File: src/design/iplpr_pkg.sv
// Package for the IPv4 longest-prefix route table.
// Holds widths, operation and status codes, the queued item type and the mask helper.
// No dependencies.
`timescale 1ns / 1ps
`default_nettype none
package iplpr_pkg;
	localparam int TABLE_DEPTH = 256;
	localparam int IDX_W       = $clog2(TABLE_DEPTH);
	localparam int CNT_W       = $clog2(TABLE_DEPTH + 1);
	localparam int ADDR_W      = 32;
	localparam int PFX_W       = 6;
	localparam int ENTRY_W     = ADDR_W + PFX_W + ADDR_W;
	localparam int IN_DATA_W   = 72;
	localparam int OUT_DATA_W  = 48;

	typedef enum logic [1:0] {
		OP_INSERT = 2'd0,
		OP_REMOVE = 2'd1,
		OP_LOOKUP = 2'd2,
		OP_CLEAR  = 2'd3
	} op_t;

	typedef enum logic [1:0] {
		ST_DONE = 2'd0,
		ST_FULL = 2'd1,
		ST_MISS = 2'd2
	} status_t;

	typedef struct packed {
		op_t               op;
		logic [ADDR_W-1:0] addr;
		logic [PFX_W-1:0]  pfx;
		logic [ADDR_W-1:0] gw;
	} item_t;

	function automatic logic [ADDR_W-1:0] prefix_mask(input logic [PFX_W-1:0] p);
		logic [ADDR_W-1:0] m;
		m = ~({ADDR_W{1'b1}} >> p);
		return m;
	endfunction
endpackage
`default_nettype wire

File: src/design/iplpr_front.sv
// Front end: accepts words, decodes the operation, clamps the prefix, queues up to two items.
// Depends on iplpr_pkg.
`timescale 1ns / 1ps
`default_nettype none
module iplpr_front import iplpr_pkg::*; (
	input  wire logic                 clk,
	input  wire logic                 arst_n,
	input  wire logic                 s_axis_tvalid,
	output logic                      s_axis_tready,
	input  wire logic [IN_DATA_W-1:0] s_axis_tdata,
	input  wire logic [1:0]           s_axis_tuser,
	output logic                      q_valid,
	output item_t                     q_item,
	input  wire logic                 q_pop
);
	item_t      fifo_q [2];
	logic       wr_ptr_q;
	logic       rd_ptr_q;
	logic [1:0] fill_q;
	logic       push;
	item_t      in_item;
	logic [PFX_W-1:0] raw_pfx;

	assign raw_pfx       = s_axis_tdata[37:32];
	assign in_item.op    = op_t'(s_axis_tuser);
	assign in_item.addr  = s_axis_tdata[31:0];
	assign in_item.pfx   = (raw_pfx > PFX_W'(ADDR_W)) ? PFX_W'(ADDR_W) : raw_pfx;
	assign in_item.gw    = s_axis_tdata[69:38];

	assign s_axis_tready = (fill_q != 2'd2);
	assign push          = s_axis_tvalid && s_axis_tready;
	assign q_valid       = (fill_q != 2'd0);
	assign q_item        = fifo_q[rd_ptr_q];

	always_ff @(posedge clk) begin
		if (push) begin
			fifo_q[wr_ptr_q] <= in_item;
		end
	end

	always_ff @(posedge clk or negedge arst_n) begin
		if (!arst_n) begin
			wr_ptr_q <= 1'b0;
			rd_ptr_q <= 1'b0;
			fill_q   <= 2'd0;
		end else begin
			if (push) begin
				wr_ptr_q <= ~wr_ptr_q;
			end
			if (q_pop && q_valid) begin
				rd_ptr_q <= ~rd_ptr_q;
			end
			fill_q <= fill_q + 2'(push) - 2'(q_pop && q_valid);
		end
	end
endmodule
`default_nettype wire

File: config.mk
export PLATFORM = sky130hd
export DESIGN_NAME = iplpr_front
export DESIGN_NICKNAME = d
export VERILOG_FILES = /design/src/design/iplpr_pkg.sv /design/src/design/iplpr_front.sv
export SDC_FILE = /design/constraint.sdc
export NUM_CORES = 1
export LEC_CHECK = 0
export CAP_MARGIN = 20
export CELL_PAD_IN_SITES_DETAIL_PLACEMENT = 1
export CELL_PAD_IN_SITES_GLOBAL_PLACEMENT = 2
export CORE_MARGIN = 1
export CORE_UTILIZATION = 41
export DETAILED_ROUTE_END_ITERATION = 7
export DONT_BUFFER_PORTS = 1
export GPL_TIMING_DRIVEN = 0
export PLACE_DENSITY_LB_ADDON = 0.3
export SYNTH_ARGS = -nofsm -noshare
export SYNTH_HDL_FRONTEND = slang
export SYNTH_SLANG_ARGS = --single-unit
File: constraint.sdc
create_clock -name clk -period 4.26 [get_ports clk]
set_input_delay 0.426 -clock clk [delete_from_list [all_inputs] [get_ports clk]]
set_output_delay 0.426 -clock clk [all_outputs]
set_load 0.005 [all_outputs]
Word level (Yosys, flattened, before mapping) --
Memory sizes are Yosys's and may differ from the RTL's. Index checks and enable logic that the tools add are counted. Widths: inputs -> output; s select.
Storage, ports and cells: input bits 78, register bits 4, memories kept 1, output and inout port bits 74, memory bits (writable) 144, logic and storage cells 16
Memory list:
- fifo_q | depth 2, width 72, read ports 1, clocked after Yosys merged registers in 0, write ports 1, RTL line iplpr_front.sv:16 | item_t fifo_q [2];
Cells by class: add/subtract/negate cells 2, order comparisons 1, bitwise logic cells 2, mux-type cells 3, reduce and logical (&&, ||, !) cells 3, equal/unequal tests 1
Operators with widths (number):
- $gt 6x6->1 const B | 1
- $mux 6 | 1
- $add 2x1->2 | 1
- $logic_and 1x1->1 | 2
- $mux 1 | 2
- $ne 2x2->1 const B | 1
- $not 1->1 | 2
- $reduce_bool 2->1 | 1
- $sub 2x1->2 | 1

Depth between registers and ports, before layout --
word-level depth 4, mapped depth 5, depth with buffers taken out 5

Worst setup path before layout --
OpenSTA, ideal clock, no wires.
kind register -> register, from register fill_q[0], to memory fifo_q[0][0] (netlist name) (enable), arrival time 3667 ps, path slack 91 ps, setup time 502 ps, data required time 3758 ps, cell stages (with the launch flop) 4, buffers on the path 0, period minus slack after synthesis 4169 ps, path through dfrtp_1 -> nand2b_1 -> nand2_1 -> nor2_1
Between the ends: cells in the longest elaborated chain, start to end 4
Ends and longest elaborated chain:
- from (decl) | RTL line iplpr_front.sv:19 | logic [1:0] fill_q;
- from (signal assigned) | RTL line iplpr_front.sv:53 | fill_q <= fill_q + 2'(push) - 2'(q_pop && q_valid);
- $ne 2x2->1 | RTL line iplpr_front.sv:30 | assign s_axis_tready = (fill_q != 2'd2);
- net s_axis_tready | RTL line iplpr_front.sv:9 | output logic s_axis_tready,
- $logic_and 1x1->1 | RTL line iplpr_front.sv:31 | assign push = s_axis_tvalid && s_axis_tready;
- $mux 1 | RTL line iplpr_front.sv:36 | if (push) begin
- $mux 1 (implied by the code) | RTL line iplpr_front.sv:37 | fifo_q[wr_ptr_q] <= in_item;
- to (decl) | RTL line iplpr_front.sv:16
The timed path passes the listed nets, and every way through them passes these cells.

==> key figures <==
Clocking
  • CTS sink cnt: roughly 150
  • Depth of the CTS H-tree: 4
  • Reg clk slew, reported paths: 0.06 ns
  • Post-CTS Repair Setup Buffers: 0
  • CTS Buf Count: 17
  • Clock tree from TritonCTS: built
  • Clk buf depth: 2
  • Root Driver: clkbuf_16
  • Clock latency on the worst-skew pair: 0.41 ns
  • CTS resizes: 0

Hold path
  • Hold Path Stages: 0
  • Worst hold path startpoint: s_axis_tdata[16]
  • WHS Endpoint: fifo_q[0][54]$_DFFE_PP_
  • Worst Hold Class: primary input to flip-flop

Floorplan
  • I/O pin cnt: 152
  • # rows: 41
  • Core Footprint: 12820 um2
  • Die X: 117.6 um
  • Die area: 13820 um2
  • Die height: about 120 um
  • Initial core utilization: 42.69%

Global routing
  • All-Layer GR Usage: about 14%
  • Global routing's busiest layer: met2
  • Global-route wire length before repair: around 14 mm
  • Vias in the first global route: 2484
  • Largest net degree at the start of global routing: 41
  • Gr ovfl total: 0
  • Met1 usage: 14.19%
  • Met3 GRT Util: 8.091%
  • Initial antenna violation count: 0
  • Met2 Resource Use GR: 22.34%

Drt
  • Pre-antenna DRT Iters: 4
  • Antenna Nets Post-Route: 0
  • DRC violations left: 0
  • Via count: 2305
  • Post-Route WL: 9.065 mm
  • Wire per inst: just under 20 um
  • Initial DRC count: 104
  • Vias/cell: 5.011

Synth
  • Area leader, netlist: edfxtp_1
  • Largest family of logic cells by synthesized area: multiplexers
  • Post-synthesis adder-cell area fraction: less than 1%
  • Synthesized area: around 5500 um2
  • Synth Area per Inst: approximately 22 um2
  • Synthesized net count: 331
  • Post-Synth Simple-Gate Area: 1.463%
  • Mux cell area share after synthesis: 14.81%
  • Synth Area in Compound Gates: less than 1%
  • Area share of the largest cell type after synthesis: 78.98%
  • Post-synthesis xor/xnor area fraction: 0.4799%
  • Post-Synthesis Cells: 252
  • Synth top area cells: edfxtp_1, mux2_2, dfrtp_1
  • Sequential fraction of the synthesis area: 80.80%
  • YS warnings: 0
  • Yosys reg bits: 148
  • Post-synth cell types: 19

Critical path
  • Critical Path Start Type: flip-flop
  • R2r setup slk: 2.33 ns
  • Reg-to-reg startpoint: fill_q[0]$_DFF_PN0_
  • Reg2Reg Depth: 4
  • CP arrival: 1.52 ns
  • Peak fanout along the critical path: 10
  • Critical Path RT: roughly 3.8 ns
  • Crit. End Element: output pin
  • R2R Path End: fifo_q[0][18]$_DFFE_PP_
  • Setup CP Type: flip-flop to output pin

Timing
  • Slew Viols, Final: 0
  • Hold Worst Slack: 0.1051 ns
  • Final setup TNS: 0 ns
  • Period utilization: 45.68%
  • Crit path time final: 1.946 ns
  • RSZ-0062 raised after global routing: false
  • Worst Skew: roughly 0.0045 ns
  • Final Hold Fails: 0
  • Slew at the pin with the worst max-slew slack: 0.6522 ns
  • Final setup violation count: 0
  • Slew HR: 56.42%
  • Fmax: 0.5139 GHz

Finish
  • Finished Layout Cells: 460
  • Share of cells above drive strength 1: between 30% and 40%
  • Most frequent cells in the layout: edfxtp_1, mux2_2, clkbuf_16
  • Post-route cell area: 6387 um2
  • Number of fill cells: 1150
  • Antenna Cells: 0
  • Footprint of the multi-input gates: 973.4 um2
  • Final nets: approximately 350
  • P&R area growth vs syn: 16.66%
  • Most common cell after layout, fill and taps aside: edfxtp_1
  • Sequential cell area: around 4400 um2

Flow run
  • Max cap viols: 0

Placed design
  • Placed Cells: 427
  • I/O Buffers: 0
  • Global placer's final weighted congestion: between 0.6 and 0.7
  • Detail Placement HPWL: 6.010 mm
  • DP Area: 5763 um2

Power
  • Max VDD drop: 0.4118 mV
  • Pwr dens: 723.4 nW/um2
  • Static Leakage: 2.099 nW

Run status
  • Outcome: finished, final reports clean
[critical path, cell delays in order (launching register included)]
cell     delay, ns
dfrtp_1       0.32
buf_4         0.22
buf_6         0.18
mux2_2        0.38
[logic make-up (layout without fill, tap and decap cells)]
kind of cell | Yosys count | after routing
xor+xnor | 3 | 3
flops | 148 | 148
fa+ha+maj | 1 | 1
simple gates | 15 | 15
mux | 72 | 72
compound gates | 4 | 4
buf+inv | 9 | 45
[metrics by stage]
step / setup WS [ns] / utilization, % / total power, mW
6_report: 2.314 / 49.80 / 4.620
2_1_floorplan: 0.09109 / - / 2.898
4_1_cts: 2.267 / 49.80 / 4.702
3_3_place_gp: -1.740 / 44.37 / 3.139
3_5_place_dp: 2.276 / 44.94 / 3.163
5_1_grt: 2.193 / 49.80 / 4.828
[what timing repair did]
| action | in CTS | in global routing |
|---|---|---|
| endpoints found under the hold margin | 4 | 0 |
| hold buffers | 1 | 0 |
| endpoints found under the setup margin | 0 | 0 |
[state kept, by name, summed over array words and instances, names as in the netlist]
signal and cells:
wr_ptr_q 1, fifo_q 144, fill_q 2, rd_ptr_q 1
[area by class of cell]
cell class / count / area share, %
Multi-Input combinational cell: 95 / 15.24
Tap cell: 172 / 3.369
Buffer: 9 / 1.410
Clock inverter: 14 / 2.899
Sequential cell: 148 / 69.27
Timing Repair Buffer: 4 / 1.097
Clock buffer: 18 / 6.719
[synth_stat cells]
library cell	count
edfxtp_1	144
xnor2_1	3
clkbuf_1	1
and3_1	1
a211oi_1	1
mux2_2	72
buf_4	1
o21ai_0	1
a32oi_1	1
nor2_1	3
nand2_1	2
nand2b_1	1
a21bo_1	1
buf_6	7
nand3_1	1
or2_2	1
dfrtp_1	4
ha_1	1
nor2b_1	6
[where the power goes]
group	internal (mW)	switching (mW)	total, mW
clock network	0.975	0.549	1.52
logic	0.474	0.554	1.03
registers	1.99	0.0789	2.07
total	3.44	1.18	4.62
[worst max path at each step]
stage	start	end	slack (ns)
after floorplan	fill_q[0]$_DFF_PN0_	fifo_q[0][0]$_DFFE_PP_	0.09
final	rd_ptr_q$_DFFE_PN0P_	q_item[12]	2.31
after detailed placement	fill_q[0]$_DFF_PN0_	fifo_q[0][20]$_DFFE_PP_	2.28
after CTS	rd_ptr_q$_DFFE_PN0P_	q_item[55]	2.27
after global placement	fill_q[0]$_DFF_PN0_	fifo_q[0][53]$_DFFE_PP_	-1.74
after global routing	fill_q[0]$_DFF_PN0_	fifo_q[0][18]$_DFFE_PP_	2.19
[per-layer routing]
metal / vias to the layer above / wire, um
met5: - / 0
met2: 101 / 4554
met3: 15 / 977
met1: 1152 / 3317
met4: 0 / 216
li1: 1037 / -
(Power assumes the default switching activity.)
